**src/design/cic_pkg.sv**
```systemverilog
package cic_pkg;

   typedef enum logic [1:0] {
      ST_IDLE,
      ST_EXEC,
      ST_SEL
   } ctl_state_type;

   typedef struct packed {
      logic load;
      logic exec;
      logic select;
   } ctl_cmd_type;

   typedef struct packed {
      logic out_full;
      logic out_taken;
   } dp_status_type;

   localparam logic [2:0] REQ_LINE  = 3'd0;
   localparam logic [2:0] REQ_READ  = 3'd1;
   localparam logic [2:0] REQ_WRITE = 3'd2;
   localparam logic [2:0] REQ_ACK   = 3'd3;
   localparam logic [2:0] REQ_PEEK  = 3'd4;

   localparam logic [1:0] ST_OK      = 2'd0;
   localparam logic [1:0] ST_UNKNOWN = 2'd1;
   localparam logic [1:0] ST_BAD     = 2'd2;
   localparam logic [1:0] ST_NONE    = 2'd3;

   localparam logic [15:0] PORT_MCMD  = 16'h0020;
   localparam logic [15:0] PORT_MDATA = 16'h0021;
   localparam logic [15:0] PORT_SCMD  = 16'h00a0;
   localparam logic [15:0] PORT_SDATA = 16'h00a1;
   localparam logic [15:0] PORT_MELCR = 16'h04d0;
   localparam logic [15:0] PORT_SELCR = 16'h04d1;

   localparam int F_RRS   = 0;
   localparam int F_POLL  = 1;
   localparam int F_SMM   = 2;
   localparam int F_AEOI  = 3;
   localparam int F_RAEOI = 4;
   localparam int F_SFNM  = 5;
   localparam int F_IC4   = 6;

   localparam logic [7:0] POLL_CASCADE = 8'h82;
   localparam logic [7:0] POLL_HIT     = 8'h80;
   localparam logic [7:0] BASE_MASK    = 8'hf8;
   localparam logic [7:0] CASCADE_BIT  = 8'h04;

   // first set bit in rotating priority order, {found, line}
   function automatic logic [3:0] scan8(input logic [2:0] off, input logic [7:0] bits);
      logic [3:0] res;
      logic [2:0] irq;
      res = 4'd0;
      for (int k = 7; k >= 0; k--) begin
         irq = off + 3'(k);
         if (bits[irq]) res = {1'b1, irq};
      end
      return res;
   endfunction

   function automatic logic [3:0] top_service(input logic [2:0] off, input logic [7:0] isr,
                                             input logic [7:0] imr, input logic smm);
      return scan8(off, smm ? (isr & ~imr) : isr);
   endfunction

   function automatic logic [3:0] next_of(input logic [2:0] off, input logic [7:0] req,
                                         input logic [7:0] imr, input logic [7:0] isr,
                                         input logic smm);
      logic [3:0] p;
      logic [3:0] s;
      logic [2:0] rp;
      logic [2:0] rs;
      p  = scan8(off, req & ~imr);
      s  = top_service(off, isr, imr, smm);
      rp = p[2:0] - off;
      rs = s[2:0] - off;
      if (!p[3]) return 4'd0;
      if (s[3] && rp >= rs) return 4'd0;
      return p;
   endfunction

endpackage

```
**src/design/cic_ctl.sv**
```systemverilog
module cic_ctl
   import cic_pkg::*;
(
   input  logic          clock,
   input  logic          reset,
   input  logic          req_tvalid,
   output logic          req_tready,
   input  dp_status_type dp_status,
   output ctl_cmd_type   cmd
);

   ctl_state_type state_ff, state_in;
   logic          out_free;

   assign out_free = !dp_status.out_full || dp_status.out_taken;

   always_ff @(posedge clock) begin
      if (reset) state_ff <= ST_IDLE;
      else state_ff <= state_in;
   end

   always_comb begin
      state_in = state_ff;
      case (state_ff)
         ST_IDLE: if (req_tvalid) state_in = ST_EXEC;
         ST_EXEC: state_in = ST_SEL;
         ST_SEL:  if (out_free) state_in = ST_IDLE;
         default: state_in = ST_IDLE;
      endcase
   end

   always_comb begin
      req_tready = 1'b0;
      cmd        = '0;
      case (state_ff)
         ST_IDLE: begin
            // nothing is taken while reset is held
            req_tready = !reset;
            cmd.load   = req_tvalid && !reset;
         end
         ST_EXEC: cmd.exec = 1'b1;
         ST_SEL:  cmd.select = out_free;
         default: ;
      endcase
   end

endmodule

```
**src/design/cic_dp.sv**
```systemverilog
module cic_dp
   import cic_pkg::*;
(
   input  logic          clock,
   input  logic          reset,
   input  ctl_cmd_type   cmd,
   output dp_status_type dp_status,
   input  logic [39:0]   req_tdata,
   input  logic [7:0]    req_tuser,
   output logic          rsp_tvalid,
   input  logic          rsp_tready,
   output logic [23:0]   rsp_tdata,
   output logic [7:0]    rsp_tuser,
   input  logic          csr_we,
   input  logic          csr_index,
   input  logic [7:0]    csr_wdata
);

   // captured request
   logic [2:0]  type_ff;
   logic [3:0]  line_ff;
   logic        level_ff;
   logic [15:0] port_ff;
   logic [3:0]  bytes_ff;
   logic        strrep_ff;
   logic [7:0]  wdata_ff;

   logic [7:0] mlm_ff, slm_ff;

   logic [7:0] req_ff [2], req_in [2];
   logic [7:0] seen_ff [2], seen_in [2];
   logic [7:0] imr_ff [2], imr_in [2];
   logic [7:0] isr_ff [2], isr_in [2];
   logic [7:0] elcr_ff [2], elcr_in [2];
   logic [7:0] base_ff [2], base_in [2];
   logic [2:0] off_ff [2], off_in [2];
   logic [1:0] step_ff [2], step_in [2];
   logic [6:0] mode_ff [2], mode_in [2];

   // work left for the select phase
   logic       p_sel_ff, p_sel_in;
   logic       p_ack_ff, p_ack_in;
   logic       p_poll_ff, p_poll_in;
   logic       p_chip_ff, p_chip_in;
   logic       p_report_ff, p_report_in;
   logic       p_none_ff, p_none_in;
   logic [1:0] p_status_ff, p_status_in;
   logic [7:0] p_rdata_ff, p_rdata_in;

   logic       rsp_valid_ff, rsp_valid_in;
   logic [1:0] rsp_status_ff, rsp_status_in;
   logic [7:0] rsp_rdata_ff, rsp_rdata_in;
   logic       rsp_vvalid_ff, rsp_vvalid_in;
   logic [7:0] rsp_vector_ff, rsp_vector_in;

   always_ff @(posedge clock) begin
      if (cmd.load) begin
         type_ff   <= req_tuser[2:0];
         line_ff   <= req_tdata[3:0];
         level_ff  <= req_tdata[4];
         port_ff   <= req_tdata[20:5];
         bytes_ff  <= req_tdata[24:21];
         strrep_ff <= req_tdata[25];
         wdata_ff  <= req_tdata[33:26];
      end
   end

   always_ff @(posedge clock) begin
      if (reset) begin
         mlm_ff <= 8'hf8;
         slm_ff <= 8'hde;
      end else if (csr_we) begin
         if (csr_index) slm_ff <= csr_wdata;
         else mlm_ff <= csr_wdata;
      end
   end

   always_ff @(posedge clock) begin
      if (reset) begin
         for (int c = 0; c < 2; c++) begin
            req_ff[c]  <= '0;
            seen_ff[c] <= '0;
            imr_ff[c]  <= 8'hff;
            isr_ff[c]  <= '0;
            elcr_ff[c] <= '0;
            off_ff[c]  <= '0;
            step_ff[c] <= '0;
            mode_ff[c] <= '0;
         end
         base_ff[0]   <= 8'h08;
         base_ff[1]   <= 8'h70;
         rsp_valid_ff <= 1'b0;
      end else begin
         req_ff       <= req_in;
         seen_ff      <= seen_in;
         imr_ff       <= imr_in;
         isr_ff       <= isr_in;
         elcr_ff      <= elcr_in;
         base_ff      <= base_in;
         off_ff       <= off_in;
         step_ff      <= step_in;
         mode_ff      <= mode_in;
         rsp_valid_ff <= rsp_valid_in;
      end
   end

   always_ff @(posedge clock) begin
      p_sel_ff      <= p_sel_in;
      p_ack_ff      <= p_ack_in;
      p_poll_ff     <= p_poll_in;
      p_chip_ff     <= p_chip_in;
      p_report_ff   <= p_report_in;
      p_none_ff     <= p_none_in;
      p_status_ff   <= p_status_in;
      p_rdata_ff    <= p_rdata_in;
      rsp_status_ff <= rsp_status_in;
      rsp_rdata_ff  <= rsp_rdata_in;
      rsp_vvalid_ff <= rsp_vvalid_in;
      rsp_vector_ff <= rsp_vector_in;
   end

   logic       chip;
   logic       port_known;
   logic [7:0] bitm;
   logic [7:0] v;
   logic [3:0] eoi_top;
   logic [2:0] eoi_irq;
   logic       eoi_hit;
   logic [3:0] si, mi;
   logic [7:0] req0_eff;
   logic       sel_ok;
   logic       found;
   logic [7:0] vec;
   logic [8:0] slave_hi;
   logic [7:0] vec_rel;

   always_comb begin
      req_in  = req_ff;
      seen_in = seen_ff;
      imr_in  = imr_ff;
      isr_in  = isr_ff;
      elcr_in = elcr_ff;
      base_in = base_ff;
      off_in  = off_ff;
      step_in = step_ff;
      mode_in = mode_ff;

      p_sel_in    = p_sel_ff;
      p_ack_in    = p_ack_ff;
      p_poll_in   = p_poll_ff;
      p_chip_in   = p_chip_ff;
      p_report_in = p_report_ff;
      p_none_in   = p_none_ff;
      p_status_in = p_status_ff;
      p_rdata_in  = p_rdata_ff;

      rsp_status_in = rsp_status_ff;
      rsp_rdata_in  = rsp_rdata_ff;
      rsp_vvalid_in = rsp_vvalid_ff;
      rsp_vector_in = rsp_vector_ff;
      rsp_valid_in  = rsp_valid_ff && !rsp_tready;

      v    = wdata_ff;
      chip = (type_ff == REQ_LINE) ? line_ff[3] :
             (port_ff == PORT_SCMD || port_ff == PORT_SDATA);
      port_known = port_ff == PORT_MCMD || port_ff == PORT_MDATA ||
                   port_ff == PORT_SCMD || port_ff == PORT_SDATA ||
                   port_ff == PORT_MELCR || port_ff == PORT_SELCR;
      bitm    = 8'd1 << line_ff[2:0];
      eoi_top = top_service(off_ff[chip], isr_ff[chip], imr_ff[chip], mode_ff[chip][F_SMM]);
      eoi_irq = v[6] ? v[2:0] : eoi_top[2:0];
      eoi_hit = v[6] || eoi_top[3];

      // select: slave first, it feeds master line 2
      sel_ok   = step_ff[0] == 2'd0 && step_ff[1] == 2'd0;
      si       = next_of(off_ff[1], req_ff[1], imr_ff[1], isr_ff[1], mode_ff[1][F_SMM]);
      req0_eff = req_ff[0] | (si[3] ? CASCADE_BIT : 8'd0);
      mi       = next_of(off_ff[0], req0_eff, imr_ff[0], isr_ff[0], mode_ff[0][F_SMM]);
      found    = sel_ok && mi[3];
      vec      = (mi[2:0] != 3'd2 || !si[3]) ? base_ff[0] + {5'd0, mi[2:0]}
                                             : base_ff[1] + {5'd0, si[2:0]};
      slave_hi = {1'b0, base_ff[1]} + 9'd8;
      vec_rel  = vec - base_ff[p_chip_ff];

      if (cmd.exec) begin
         p_sel_in    = 1'b0;
         p_ack_in    = 1'b0;
         p_poll_in   = 1'b0;
         p_chip_in   = chip;
         p_report_in = 1'b0;
         p_none_in   = 1'b0;
         p_status_in = ST_OK;
         p_rdata_in  = '0;
         case (type_ff)
            REQ_LINE: begin
               if (level_ff) begin
                  if ((seen_ff[chip] & bitm) == 8'd0) begin
                     seen_in[chip] = seen_ff[chip] | bitm;
                     req_in[chip]  = req_ff[chip] | bitm;
                  end
               end else begin
                  seen_in[chip] = seen_ff[chip] & ~bitm;
               end
               p_sel_in    = 1'b1;
               p_report_in = 1'b1;
            end
            REQ_READ, REQ_WRITE: begin
               if (!port_known) p_status_in = ST_UNKNOWN;
               else if (strrep_ff || bytes_ff != 4'd1) p_status_in = ST_BAD;
               else if (type_ff == REQ_READ) begin
                  case (port_ff)
                     PORT_MCMD, PORT_SCMD: begin
                        if (mode_ff[chip][F_POLL]) begin
                           mode_in[chip][F_POLL] = 1'b0;
                           p_sel_in  = 1'b1;
                           p_ack_in  = 1'b1;
                           p_poll_in = 1'b1;
                        end else begin
                           p_rdata_in = mode_ff[chip][F_RRS] ? isr_ff[chip] : req_ff[chip];
                        end
                     end
                     PORT_MDATA, PORT_SDATA: p_rdata_in = imr_ff[chip];
                     PORT_MELCR: p_rdata_in = elcr_ff[0];
                     default:    p_rdata_in = elcr_ff[1];
                  endcase
               end else begin
                  case (port_ff)
                     PORT_MCMD, PORT_SCMD: begin
                        if (v[4]) begin
                           // icw1
                           seen_in[chip] = '0;
                           req_in[chip]  = '0;
                           imr_in[chip]  = '0;
                           isr_in[chip]  = '0;
                           off_in[chip]  = '0;
                           mode_in[chip] = mode_ff[chip] & 7'h03;
                           mode_in[chip][F_IC4] = v[0];
                           step_in[chip] = 2'd1;
                        end else if (v[3]) begin
                           // ocw3
                           if (v[2]) mode_in[chip][F_POLL] = 1'b1;
                           if (v[1:0] != 2'd0) mode_in[chip][F_RRS] = v[1];
                           if (v[6]) mode_in[chip][F_SMM] = v[5];
                        end else if (v[5]) begin
                           // eoi, specific or nonspecific
                           if (eoi_hit) begin
                              isr_in[chip] = isr_ff[chip] & ~(8'd1 << eoi_irq);
                              if (v[7]) off_in[chip] = eoi_irq + 3'd1;
                              req_in[chip] = req_ff[chip] | (seen_ff[chip] & elcr_ff[chip]);
                           end
                           p_sel_in    = 1'b1;
                           p_report_in = 1'b1;
                        end else begin
                           case (v[7:6])
                              2'b11:   off_in[chip] = v[2:0] + 3'd1;
                              2'b10:   mode_in[chip][F_RAEOI] = 1'b1;
                              2'b00:   mode_in[chip][F_RAEOI] = 1'b0;
                              default: ;
                           endcase
                        end
                     end
                     PORT_MDATA, PORT_SDATA: begin
                        case (step_ff[chip])
                           2'd0: begin
                              imr_in[chip] = v;
                              p_sel_in     = 1'b1;
                              p_report_in  = 1'b1;
                           end
                           2'd1: begin
                              base_in[chip] = v & BASE_MASK;
                              step_in[chip] = 2'd2;
                           end
                           2'd2: step_in[chip] = mode_ff[chip][F_IC4] ? 2'd3 : 2'd0;
                           default: begin
                              mode_in[chip][F_AEOI] = v[1];
                              mode_in[chip][F_SFNM] = v[4];
                              step_in[chip] = 2'd0;
                              p_sel_in      = 1'b1;
                              p_report_in   = 1'b1;
                           end
                        endcase
                     end
                     PORT_MELCR: begin
                        elcr_in[0]  = v & mlm_ff;
                        p_sel_in    = 1'b1;
                        p_report_in = 1'b1;
                     end
                     default: begin
                        elcr_in[1]  = v & slm_ff;
                        p_sel_in    = 1'b1;
                        p_report_in = 1'b1;
                     end
                  endcase
               end
            end
            REQ_ACK, REQ_PEEK: begin
               p_sel_in    = 1'b1;
               p_ack_in    = type_ff == REQ_ACK;
               p_report_in = 1'b1;
               p_none_in   = 1'b1;
            end
            default: p_status_in = ST_BAD;
         endcase
      end

      if (cmd.select) begin
         if (p_sel_ff && sel_ok) begin
            req_in[0] = req0_eff;
            if (p_ack_ff && found) begin
               req_in[0] = req0_eff & ~(8'd1 << mi[2:0]);
               if (mode_ff[0][F_AEOI]) begin
                  if (mode_ff[0][F_RAEOI]) off_in[0] = mi[2:0] + 3'd1;
               end else begin
                  isr_in[0] = isr_ff[0] | (8'd1 << mi[2:0]);
               end
               if (mi[2:0] == 3'd2 && si[3]) begin
                  req_in[1] = req_ff[1] & ~(8'd1 << si[2:0]);
                  if (mode_ff[1][F_AEOI]) begin
                     if (mode_ff[1][F_RAEOI]) off_in[1] = si[2:0] + 3'd1;
                  end else begin
                     isr_in[1] = isr_ff[1] | (8'd1 << si[2:0]);
                  end
               end
            end
         end
         rsp_valid_in  = 1'b1;
         rsp_status_in = (p_none_ff && !(p_sel_ff && found)) ? ST_NONE : p_status_ff;
         if (p_poll_ff) begin
            if (!found) rsp_rdata_in = 8'd0;
            else if (!p_chip_ff && vec >= base_ff[1] && {1'b0, vec} < slave_hi)
               rsp_rdata_in = POLL_CASCADE;
            else rsp_rdata_in = POLL_HIT | (vec_rel & 8'h07);
         end else begin
            rsp_rdata_in = p_rdata_ff;
         end
         rsp_vvalid_in = p_report_ff && p_sel_ff && found;
         rsp_vector_in = (p_report_ff && p_sel_ff && found) ? vec : 8'd0;
      end
   end

   assign dp_status.out_full  = rsp_valid_ff;
   assign dp_status.out_taken = rsp_valid_ff && rsp_tready;

   assign rsp_tvalid = rsp_valid_ff;
   assign rsp_tdata  = {7'd0, rsp_vector_ff, rsp_vvalid_ff, rsp_rdata_ff};
   assign rsp_tuser  = {6'd0, rsp_status_ff};

endmodule

```
**src/design/cascaded_interrupt_controller.sv**
```systemverilog
// channel   dir  handshake              payload
// req       in   req_tvalid/req_tready  tuser: kind; tdata: line, level, port, size, data
// rsp       out  rsp_tvalid/rsp_tready  tuser: status; tdata: read byte, vector flag, vector
// csr       in   csr_we                 csr_index, csr_wdata (level-trigger masks)
//
// an item passes through three steps from accept to result: capture, execute, priority select
// the select step runs a registered rotating-priority scan of both chips
// reset is synchronous and active high; it restores the power-on chip state
// a stalled result holds in the output register; the next beat may be accepted meanwhile
// and waits in the select step until the output register frees
module cascaded_interrupt_controller
   import cic_pkg::*;
(
   input  logic        clock,
   input  logic        reset,
   input  logic        req_tvalid,
   output logic        req_tready,
   // irq_line, line_level, port_address, access_bytes, string_or_repeat, write_data
   input  logic [39:0] req_tdata,
   // req_type
   input  logic [7:0]  req_tuser,
   output logic        rsp_tvalid,
   input  logic        rsp_tready,
   // read_data, vector_valid, vector
   output logic [23:0] rsp_tdata,
   // status
   output logic [7:0]  rsp_tuser,
   input  logic        csr_we,
   input  logic        csr_index,
   input  logic [7:0]  csr_wdata
);

   ctl_cmd_type   cmd;
   dp_status_type dp_status;

   // sequencer: capture, execute, select
   cic_ctl u_ctl (
      .clock      (clock),
      .reset      (reset),
      .req_tvalid (req_tvalid),
      .req_tready (req_tready),
      .dp_status  (dp_status),
      .cmd        (cmd)
   );

   // chip registers, command decode, priority resolver and result register
   cic_dp u_dp (
      .clock      (clock),
      .reset      (reset),
      .cmd        (cmd),
      .dp_status  (dp_status),
      .req_tdata  (req_tdata),
      .req_tuser  (req_tuser),
      .rsp_tvalid (rsp_tvalid),
      .rsp_tready (rsp_tready),
      .rsp_tdata  (rsp_tdata),
      .rsp_tuser  (rsp_tuser),
      .csr_we     (csr_we),
      .csr_index  (csr_index),
      .csr_wdata  (csr_wdata)
   );

endmodule

```
**config.mk**
```make
export PLATFORM = sky130hd
export DESIGN_NAME = cascaded_interrupt_controller
export DESIGN_NICKNAME = d
export VERILOG_FILES = /design/src/design/cic_pkg.sv /design/src/design/cic_ctl.sv /design/src/design/cic_dp.sv /design/src/design/cascaded_interrupt_controller.sv
export SDC_FILE = /design/constraint.sdc
export NUM_CORES = 1
export LEC_CHECK = 0
export BUFFER_PORTS_ARGS = -buffer_cell sky130_fd_sc_hd__buf_2
export CORE_MARGIN = 2
export CORE_UTILIZATION = 45
export DETAILED_ROUTE_END_ITERATION = 10
export PLACE_DENSITY_LB_ADDON = 0.2
export SYNTH_ARGS = -nofsm -noshare
export SYNTH_HDL_FRONTEND = slang
export SYNTH_HIERARCHICAL = 1
export SYNTH_SLANG_ARGS = --single-unit
```
**constraint.sdc**
```tcl
create_clock -name clock -period 10.3 [get_ports clock]
set_input_delay 1.03 -clock clock [delete_from_list [all_inputs] [get_ports clock]]
set_output_delay 1.03 -clock clock [all_outputs]
set_load 0.03 [all_outputs]
```
# Word-level counts from Yosys, hierarchy flattened
# Index checks and enable logic that the tools add are counted.
# totals
ff_bits	211
in_bits	62
out_inout_bits	34
# op_classes
addsub	33
magnitude_cmp	31
n_eq_ne	35
shifts	4
n_mux	336
bitwise_logic	55
n_reduce_logical	62
# ops
cell	count
$mux 16	36
$mux 14	26
$mux 8	28
$mux 4	50
$bmux 1 s3	40
$bwmux 16	7
$and 8x8->8	13
$lt 3x4->1 const B	24
$mux 6	16
$pmux 16 s2	3
$bwmux 14	6
$mux 1	67
$and 16x16->16	4
$demux 7 s1	8
$not 8->8	7
$pmux 14 s2	2
$mux 3	16
$or 8x8->8	6
$add 3x3->3 const B	12
$mux 7	5
$eq 16x11->1 const B	2
$eq 16x6->1 const B	2
$eq 16x8->1 const B	2
$shl 1x3->8 const A	4
64 further kinds	170

# Logic depth before layout (Yosys ltp)
# Gate-level depths: netlist (run 1).
# logic_depth
word_depth	49
mapped_depth	51

# Hierarchy
# The synthesis (run 1) kept the hierarchy.
# by_module_without_submodules
module	instances	cells_per_inst	area_per_inst_um2	seq_area_each_um2
cic_dp	1	1938	15683.8	4744.6
cic_ctl	1	11	112.6	40.0

# Worst setup path after synthesis (run 1)
# OpenSTA, ideal clock, no wires.
# synth_path
path_kind	register to register
start	register u_dp/off_ff[1] (netlist name)
end	register u_dp.rsp_rdata_ff[0] (data pin)
setup_ps	268
arrival_ps	9966
t_required_ps	10032
setup_slack_ps	66
path_stages_with_launch	51
period_less_slack_ps	10234
path_cell_list	dfxtp_1 > buf_2 > inv_1 > clkbuf_1 > ha_1 > xor2_1 > mux2i_1 > nor2_1 > o21ai_0 > o21ai_0 > o21a_1 > nor2b_1 > o31ai_1 > a221o_1 > a31oi_1 > fa_1 > inv_1 > ha_1 > [15 not listed] > a21bo_4 > buf_2 > nor2_1 > ha_1 > nand2_1 > a41oi_2 > mux2_2 > ha_1 > nand2b_1 > a21oi_1 > nor2b_1 > o21ai_0 > nand2b_1 > a21oi_1 > a31oi_1 > or3_1 > nand3_1 > o22ai_1
# synth_between
elab_chain_len	47
elab_cells_between_ends	114
# synth_lines
item	line_no	text
start: declaration	cic_dp.sv:36	logic [2:0] off_ff [2], off_in [2];
start signal: assignment	cic_dp.sv:100	off_ff <= off_in;
$add 3x3->3	cic_pkg.sv:57	irq = off + 3'(k);
$bmux 1 s3	cic_pkg.sv:58	if (bits[irq]) res = {1'b1, irq};
$mux 1 (implied by the code)	cic_pkg.sv:58	
$mux 4 (8 in a row)	cic_pkg.sv:58	
$sub 3x3->3 (on tied branches)	cic_pkg.sv:77, cic_pkg.sv:78	
$ge 3x3->1	cic_pkg.sv:80	if (s[3] && rp >= rs) return 4'd0;
$logic_and 1x1->1	cic_pkg.sv:80	
$mux 1 (2 in a row)	cic_pkg.sv:80	
[24 not listed]	n/a	
$mux 8 (*)	cic_dp.sv:180	vec = (mi[2:0] != 3'd2 || !si[3]) ? base_ff[0] + {5'd0, mi[2:0]}
named net u_dp.vec[3]	cic_dp.sv:133	logic [7:0] vec;
$ge 8x8->1	cic_dp.sv:330	else if (!p_chip_ff && vec >= base_ff[1] && {1'b0, vec} < slave_hi)
$logic_and 1x1->1	cic_dp.sv:330	
$logic_and 1x1->1 (*)	cic_dp.sv:330	
$mux 3 (*)	cic_dp.sv:330	
$mux 8 (*)	cic_dp.sv:329	if (!found) rsp_rdata_in = 8'd0;
$mux 8 (*)	cic_dp.sv:328	if (p_poll_ff) begin
end signal: assignment	cic_dp.sv:117	rsp_rdata_ff <= rsp_rdata_in;
end: declaration	cic_dp.sv:52	logic [7:0] rsp_rdata_ff, rsp_rdata_in;
# Mark *: on every way through the listed nets, which the timed path passes. The select of a mux whose other input is x is not followed.
# A chain may end at the register's enable or synchronous reset.

# Worst setup path in the final report (run 1)
# layout_path
start	register u_dp/off_ff[0] (netlist name)
end	register u_dp.rsp_rdata_ff[2] (data pin)
# Same word-level chain as after synthesis.

==> results of run 1 <==
cells in the final DEF, fill, tap and decap left out, types with 16 or more instances in the layout:
cell type | netlist | layout
nand2_1 | 240 | 240
a21oi_1 | 186 | 183
nor2_1 | 138 | 138
dfxtp_1 | 131 | 130
o21ai_0 | 97 | 96
mux2i_1 | 93 | 93
nand3_1 | 85 | 85
edfxtp_1 | 72 | 72
buf_2 | 8 | 71
buf_4 | 19 | 62
ha_1 | 52 | 52
inv_1 | 52 | 51
nor3_1 | 44 | 43
nor2b_1 | 42 | 41
nand2b_1 | 39 | 39
o211ai_1 | 38 | 38
a211oi_1 | 37 | 37
mux2_2 | 37 | 37
a31oi_1 | 28 | 28
clkbuf_16 | 0 | 25
a211o_1 | 19 | 19
nor3b_1 | 18 | 17
a21boi_0 | 17 | 17
a221oi_1 | 17 | 16
what timing repair did:
item,4_1_cts,5_1_grt
pin swaps,0,1
gates cloned,0,0
endpoints found under the setup margin,2,3
hold endpoints to repair,0,0
resized for setup,1,10
cell families after synthesis:
kind of cell | synth area share [%]
DFF | 30.29
muxes | 10.54
and+or+nand+nor | 22.43
adders and majority gates | 4.626
AOI/OAI and AO/OA | 25.73
xor gates and xnor gates | 1.053
other | 0.02374
buffers and inverters | 5.307
power breakdown:
group          total, mW  switching (mW)  internal, mW  leakage [nW]
logic              0.101          0.0710        0.0303          4.48
registers          0.862          0.0155         0.846          1.73
clock network      0.832           0.328         0.505         0.375
total               1.80           0.414          1.38          6.59
path summary, 6_finish.rpt:
| path | startpoint | end | slack [ns] | depth (start not counted) |
|---|---|---|---|---|
| worst min register to register | u_dp/mlm_ff[2] | u_dp/mlm_ff[2] | 0.46 | 2 |
| worst max register to register | u_dp/off_ff[0] | u_dp/rsp_rdata_ff[2] | 0.55 | 45 |
| worst max-delay path | u_dp/off_ff[0] | u_dp/rsp_rdata_ff[2] | 0.55 | 45 |
| worst min-delay path | u_dp/mlm_ff[2] | u_dp/mlm_ff[2] | 0.46 | 2 |
layout make-up:
type                            instances  area share, %
Multi-Input combinational cell       1564          58.86
Sequential cell                       203          27.42
Timing Repair Buffer                  134          4.814
Clock buffer                           33          3.868
Tap cell                              455          3.260
Inverter                               58          1.261
Clock inverter                          7         0.5230
worst reg2reg max path, delay by kind of cell (launching register included):
kind / cells / cell delay (ns)
buf+inv: 2 / 0.08
flops: 1 / 0.47
fa+ha+maj: 8 / 2.44
mux: 3 / 1.12
xor+xnor: 1 / 0.29
compound gates: 21 / 3.74
simple gates: 10 / 1.32
sequential cells by signal, indices dropped and copies added (netlist names), 6 cells and up:
signal and flops:
u_dp/base_ff 10, u_dp/elcr_ff 16, u_dp/imr_ff 16, u_dp/isr_ff 16, u_dp/mlm_ff 8, u_dp/mode_ff 12, u_dp/off_ff 6, u_dp/p_rdata_ff 8
u_dp/port_ff 16, u_dp/req_ff 16, u_dp/rsp_rdata_ff 8, u_dp/rsp_vector_ff 8, u_dp/seen_ff 16, u_dp/slm_ff 8, u_dp/v 8
per-layer routing:
| metal | track usage (%) | vias to the layer above |
|---|---|---|
| met1 | 41.02 | 7429 |
| met5 | 0 | - |
| met3 | 3.598 | 121 |
| met4 | 11.80 | 0 |
| li1 | - | 7306 |
| met2 | 48.76 | 740 |
metrics by stage:
step | hold WS (ns) | power, mW | cells | setup slack, ns | util, %
6_report | 0.4640 | 1.795 | 2454 | 0.5514 | 50.56
4_1_cts | 0.4608 | 1.803 | 2454 | 0.1489 | 50.42
2_1_floorplan | 0.4366 | 0.9422 | 1961 | 0.06564 | -
5_1_grt | 0.4850 | 1.846 | 2454 | -0.04210 | 50.56
3_5_place_dp | 0.4509 | 0.9784 | 2414 | -0.01362 | 48.20
3_3_place_gp | 0.4483 | 0.9767 | 2414 | 0.1070 | 48.20
==> run metrics, run 1 <==
status=finished, final reports clean; initial core utilization=45.73%; Hold Crit Class=reg2reg; Syn Inst Count=1949; multi-input logic area=10280 sq um; Final #Nets=2101; Num CTS Buffers=22; Primary FF master, synth=dfxtp_1; Die Y=191.4 um; Setup Fix Bufs, Post-CTS=0; Hold Vio Cnt, Final=0; Worst path max stage delay=0.50 ns; vias in the first global route=14400; routed wl met3=4408 um; drt drc=0; Syn Area/Cell=8.105 sq um; cell taking the most area after synthesis=dfxtp_1; I/O pins=96; port bufs=71; sequential element share of the synthesized area=30.29%; sequential cell area=4788 sq um; share of post-route cells with drive strength above 1=13.66%; Yosys cell types=104; post-route cell area=17470 sq um; grt ovf=0; Core Box Area=34540 sq um; synth warn=6; Max H-tree Level=1; Slew @ Worst Pin=1.185 ns; min Tclk post-route=9.749 ns; Rel. slew slack=20.39%; final setup fails=0; Async SR Flop Fraction=0%; DR vias/cell=6.355; final worst-path cycle share=94.65%; average wire per standard cell=22.80 um; Commonest cells post-synth=240 x nand2_1, 186 x a21oi_1, 138 x nor2_1; fillers=3371; initial detailed-routing violation count=1743; Final Max Slew Viols=0; met2 WL post-DR=25420 um; clock-pin slew on the worst setup and hold paths=0.06 ns; met1 wire length=23800 um; gpl congestion=0.9805; post-synth top area share=16.60%; Area contributors post-synth=dfxtp_1 17%, edfxtp_1 14%, a21oi_1 5.9%; DP Wirelength=41950 um; Top Layer Used=met4; Max-cap violations=0; Leak=6.589 nW; critical path start-end classification=reg2reg; Worst Clk Skew=0.01268 ns; CTS root buf=clkbuf_16; critical path data arrival time=9.99 ns; Die ar.=36620 sq um; pin count of the biggest net entering global routing=62; GR Util All Layers=30.17%; CTS tree=yes; post-synthesis cell area=15800 sq um; critical path's slowest cell=fa_1; top-count cell post-synth=nand2_1; Required @ worst endpoint=10.54 ns; CP Launch Type=flop; power per cell area=102.8 nW/um^2; worst-path fanout max=14; Routed Antenna Nets=0; hold_buf cts=0; die width=191.4 um; setup tns final=0 ns; CP endpoint kind=flop; DRT Pass-1 Iters=6; Placement Cell Area=16650 sq um; worst vdd ir=146.1 uV; first-pass GRT wire length=85560 um; Max Root-Sink Buffers=3; initial antenna violation count=0; flops & latches, synth=203; Post-synth EDFFs=72; Inserted Diodes=0; WL final=55940 um; clock sinks=203; WP buf/inv=2; Worst-Skew Late Latency=0.52 ns; DR vias=15600; area delta synth->final=10.57%; Worst path top cell family by delay=compound AO/OA/AOI/OAI gates; # rows=68; Peak Freq=0.1026 GHz
(Power assumes the default switching activity.)
==> inputs of run 2 (changes only) <==
--- a/config.mk
+++ b/config.mk
@@ -8,6 +8,7 @@
 export BUFFER_PORTS_ARGS = -buffer_cell sky130_fd_sc_hd__buf_2
 export CORE_MARGIN = 2
 export CORE_UTILIZATION = 45
+export CTS_BUF_LIST = sky130_fd_sc_hd__clkbuf_4
 export DETAILED_ROUTE_END_ITERATION = 10
 export PLACE_DENSITY_LB_ADDON = 0.2
 export SYNTH_ARGS = -nofsm -noshare
==> run metrics, run 2 (synthesized netlist as in run 1, its figures left out) <==
status=finished, final reports clean; cells on worst reg2reg path=45 (unchanged); Worst-Skew Late Latency=0.70 ns (+0.18 ns); Die Y=191.4 um (unchanged); routed wl met3=4371 um (-0.84%); share of post-route cells with drive strength above 1=15.30% (+1.6 points); DRT Pass-1 Iters=8 (+2); initial detailed-routing violation count=1555 (-11%); die width=191.4 um (unchanged); DP Wirelength=41950 um (unchanged); Final #Nets=2129 (+1.3%); Die ar.=36620 sq um (unchanged); pre-CTS setup slack=-0.01362 ns (unchanged); final worst-path cycle share=94.19% (-0.46 points); WL final=55870 um (-0.13%); DR vias/cell=6.308 (-0.75%); Rel. slew slack=23.45% (+3.1 points); most common cell after layout, fill and taps aside=nand2_1; Final Max Slew Viols=0 (unchanged); post-layout util=50.04% (-0.52 points); clock-pin slew on the worst setup and hold paths=0.06 ns (about the same); Slew @ Worst Pin=1.139 ns (-0.04562 ns); Worst path max stage delay=0.50 ns (about the same); initial antenna violation count=1 (+1); min Tclk post-route=9.702 ns (-0.04690 ns); CTS tree=yes; post-route cell area=17290 sq um (-1.0%); Worst Clk Skew=0.07610 ns (+0.06342 ns); critical path data arrival time=10.13 ns (+0.14 ns); average wire per standard cell=22.33 um (-2.0%); CP endpoint kind=flop; grt ovf=0 (unchanged); port bufs=71 (unchanged); most frequent cells in the layout=240 x nand2_1, 183 x a21oi_1, 138 x nor2_1; Max H-tree Level=2 (+1); setup tns final=0 ns (unchanged); worst-path fanout max=14 (unchanged); power per cell area=92.48 nW/um^2 (-10%); first-pass GRT wire length=85840 um (+0.32%); Max-cap violations=0 (unchanged); met2 WL post-DR=25350 um (-0.30%); DR vias=15780 (+1.2%); Num CTS Buffers=50 (+130%); hold_buf cts=0 (unchanged); Core Box Area=34540 sq um (unchanged); final setup fails=0 (unchanged); Cell Count, Final, Fillers Out=2502 (+2.0%); met1 wire length=23720 um (-0.34%); I/O pins=96 (unchanged); WHS Path Cells=2 (unchanged); worst vdd ir=93.33 uV (-36%); Min Hold Slack=0.4625 ns (-0.001485 ns); CTS root buf=clkbuf_4; gpl congestion=0.9805 (unchanged); Hold Crit Class=reg2reg; CP Launch Type=flop; post-CTS sizing=0 (-1); critical path's slowest cell=fa_1; Routed Antenna Nets=0 (unchanged); pin count of the biggest net entering global routing=62 (unchanged); Final Power=1.599 mW (-11%); Peak Freq=0.1031 GHz (+0.48%); Setup Fix Bufs, Post-CTS=0 (unchanged); post-route worst setup slack=0.5983 ns (+0.04690 ns); Leak=6.571 nW (-0.27%); area delta synth->final=9.434%; dpl cells=2414 (unchanged); GR Util All Layers=30.39% (+0.22 points); vias in the first global route=14610 (+1.4%); critical path start-end classification=reg2reg; drt drc=0 (unchanged); # rows=68 (unchanged); initial core utilization=45.73% (unchanged); Max Root-Sink Buffers=3 (unchanged); Top Layer Used=met4; Placement Cell Area=16650 sq um (unchanged); clock sinks=203 (unchanged); Required @ worst endpoint=10.72 ns (+0.18 ns); Hold Vio Cnt, Final=0 (unchanged)
-- run 2: changes by cell type in the layout (fill, tap and decap cells not counted), moves of 2 or more --
cell and delta:
clkbuf_4 +70, clkbuf_16 -25, clkinv_1 +12, clkbuf_1 -6, bufinv_16 -2, clkbuf_8 -2, clkinv_4 -2, inv_2 +2
-- run 2: path summary, 6_finish.rpt --
| path | start | end | slack [ns] |
|---|---|---|---|
| setup / recovery | u_dp/off_ff[0] | u_dp/rsp_rdata_ff[2] | 0.60 |
| hold reg to reg | u_dp/mlm_ff[2] | u_dp/mlm_ff[2] | 0.46 |
| setup reg to reg | u_dp/off_ff[0] | u_dp/rsp_rdata_ff[2] | 0.60 |
| hold / removal | u_dp/mlm_ff[2] | u_dp/mlm_ff[2] | 0.46 |
-- run 2: layout make-up --
cell class	count	area, sq um
clock buffers	70	525.5
inverters	58	220.2
multi-input cells	1564	10270
flip-flops and latches	203	4788
clock inverters	17	70.07
diodes	1	2.502
repair buffers	134	840.8
fillers	3438	17260
well taps	455	569.3
-- run 2: layer usage --
layer | vias up | GRT usage (%)
met1 | 7501 | 40.98
li1 | 7388 | -
met4 | 0 | 13.70
met2 | 766 | 48.39
met5 | - | 0
met3 | 127 | 4.021
-- run 2: power breakdown --
| group | switching, mW | internal [mW] | total [mW] | leakage, nW |
|---|---|---|---|---|
| clock network | 0.322 | 0.314 | 0.636 | 0.359 |
| registers | 0.0156 | 0.846 | 0.861 | 1.73 |
| logic | 0.0710 | 0.0303 | 0.101 | 4.48 |
-- run 2: critical path, delay by kind of cell, from the launching register on --
| family | cells | cell delay, ns |
|---|---|---|
| AOI/OAI and AO/OA | 21 | 3.78 |
| adders and majority gates | 8 | 2.44 |
| and+or+nand+nor | 10 | 1.30 |
| muxes | 3 | 1.11 |
| DFF | 1 | 0.47 |
| xor gates and xnor gates | 1 | 0.27 |
| buffers and inverters | 2 | 0.08 |
==> inputs of run 3 (changes only) <==
==> constraint.sdc (replaced) <==
create_clock -name clock -period 8.9 [get_ports clock]
set_input_delay 0.89 -clock clock [delete_from_list [all_inputs] [get_ports clock]]
set_output_delay 0.89 -clock clock [all_outputs]
set_load 0.03 [all_outputs]
==> run metrics, run 3 (synthesized netlist as in run 1, its figures left out) <==
Max H-tree Level=2 (unchanged); Worst Clk Skew=0.05633 ns (-0.01977 ns); Peak Freq=0.1114 GHz (+8.1%); initial detailed-routing violation count=1705 (+9.6%); Hold Crit Class=in2reg; Num CTS Buffers=52 (+4.0%); Routed Antenna Nets=0 (unchanged); GR Util All Layers=31.03% (+0.64 points); critical path data arrival time=9.41 ns (-0.72 ns); Max Root-Sink Buffers=3 (unchanged); initial core utilization=45.73% (unchanged); M2 GR Usage=49.47% (+1.1 points); first-pass GRT wire length=87860 um (+2.4%); RSZ-0062 raised after global routing=yes; sequential cell area=4793 sq um (+0.10%); min Tclk post-route=8.977 ns (-0.7246 ns); Worst path max stage delay=0.47 ns (-0.03 ns); power per cell area=102.3 nW/um^2 (+11%); Leak=7.237 nW (+10%); FF-to-FF setup slack=-0.08 ns (-0.68 ns); Cell Count, Final, Fillers Out=2616 (+4.6%); DRT Pass-1 Iters=8 (unchanged); Hold Path Sink=u_dp/type_ff[1]; fillers=3380 (-1.7%); reg2reg start=u_dp/off_ff[0]; Final #Nets=2236 (+5.0%); pin count of the biggest net entering global routing=89 (+44%); Required @ worst endpoint=9.33 ns (-1.39 ns); Die Y=191.4 um (unchanged); vias in the first global route=15220 (+4.2%); average wire per standard cell=22.16 um (-0.77%); Worst Hold Launch=req_tuser[1]; gpl congestion=1.009 (+2.9%); final setup fails=3 (+3); Final Power=1.906 mW (+19%); multi-input logic area=10670 sq um (+3.9%); Hold Vio Cnt, Final=0 (unchanged); CTS root buf=clkbuf_4; DR vias=16360 (+3.7%); Top Usage Layer GRT=met2; GRT met1 Usage=41.99% (+1.0 points); clock-pin slew on the worst setup and hold paths=0.07 ns (about the same); I/O pins=96 (unchanged); worst vdd ir=124.0 uV (+33%); critical path start-end classification=reg2reg; worst-path fanout max=7 (-7); Final Max Slew Viols=0 (unchanged); met3 usage=4.645% (+0.62 points); setup tns final=-0.2155 ns (-0.2155 ns); # rows=68 (unchanged); Worst path top cell family by delay=compound AO/OA/AOI/OAI gates; initial antenna violation count=1 (unchanged); clock sinks=203 (unchanged); RR Endpoint=u_dp/rsp_rdata_ff[0]; DR vias/cell=6.255 (-0.84%); pre-CTS setup slack=-0.3885 ns (-0.3749 ns); DP Wirelength=43300 um (+3.2%); final worst-path cycle share=100.9% (+6.7 points); failing checks=negative setup slack; area delta synth->final=17.96%; WL final=57960 um (+3.7%); Rel. slew slack=27.17% (+3.7 points); most common cell after layout, fill and taps aside=nand2_1; critical path's slowest cell=fa_1; CTS tree=yes; CP endpoint kind=flop; status=finished, violations left; grt ovf=0 (unchanged); WP buf/inv=4 (+2); post-route worst setup slack=-0.07712 ns (-0.6754 ns); Slew @ Worst Pin=1.088 ns (-0.05105 ns); WHS Path Cells=1 (-1); Core Box Area=34540 sq um (unchanged); Worst-Skew Late Latency=0.72 ns (+0.02 ns); port bufs=71 (unchanged); CP Launch Type=flop; drt drc=0 (unchanged); share of post-route cells with drive strength above 1=22.55% (+7.2 points); dpl cells=2505 (+3.8%); most frequent cells in the layout=239 x nand2_1, 174 x a21oi_1, 161 x buf_4; most used cell, CP=a21oi_2; die width=191.4 um (unchanged); cells on worst reg2reg path=47 (+4.4%); Max-cap violations=0 (unchanged); Die ar.=36620 sq um (unchanged)
## run 3: cell types whose count changed in the layout (fill, tap and decap cells not counted), moves of 7 or more
cell / change
buf_4: +99
mux2_4: +8
a21oi_1: -9
o21ai_1: +7
o21ai_0: -10
a21oi_2: +9
## run 3: layout make-up
class	instances	area share, %
Antenna cell	1	0.01343
Sequential cell	203	25.72
Timing Repair Buffer	239	9.192
Multi-Input combinational cell	1564	57.28
Tap cell	455	3.055
Clock inverter	21	0.5036
Inverter	58	1.209
Clock buffer	75	3.022
## run 3: what timing repair did
action / CTS / global route
setup buffers: 5 / 7
endpoints found under the hold margin: 0 / 0
cloned: 1 / 1
gates resized for setup: 15 / 44
pin swaps: 13 / 19
setup endpoints to repair: 3 / 3
hold buffers: 0 / 0
## run 3: metal layers
layer  vias up  share of wire, %
li1       7637                 -
met1      7786                43
met2       796                45
met3       144               8.2
met4         0               4.2
met5         -                 0
## run 3: how the worst max path moves through the flow
stage,from,endpoint,cells after the start
2_1_floorplan,u_dp/off_ff[1],u_dp/rsp_rdata_ff[0],50
5_1_grt,u_dp/off_ff[0],u_dp/rsp_rdata_ff[0],47
3_3_place_gp,u_dp/off_ff[0],u_dp/rsp_rdata_ff[0],45
3_5_place_dp,u_dp/off_ff[0],u_dp/rsp_rdata_ff[2],45
4_1_cts,u_dp/off_ff[1],u_dp/rsp_rdata_ff[1],47
6_report,u_dp/off_ff[0],u_dp/rsp_rdata_ff[0],47
## run 3: per-stage QoR
step           util, %  area, sq um  hold WS [ns]
6_report         53.94        18630        0.3401
5_1_grt          53.94        18630        0.2986
4_1_cts          53.14        18360        0.2935
3_5_place_dp     50.87        17570        0.4510
3_3_place_gp     50.87        17570        0.4540
2_1_floorplan        -        16120        0.4366
## run 3: where the power goes
group          internal, mW  switching (mW)  total, mW
Clock                 0.392           0.402      0.793
Combinational        0.0347          0.0820      0.117
Sequential            0.979          0.0178      0.996
Total                  1.40           0.501       1.91
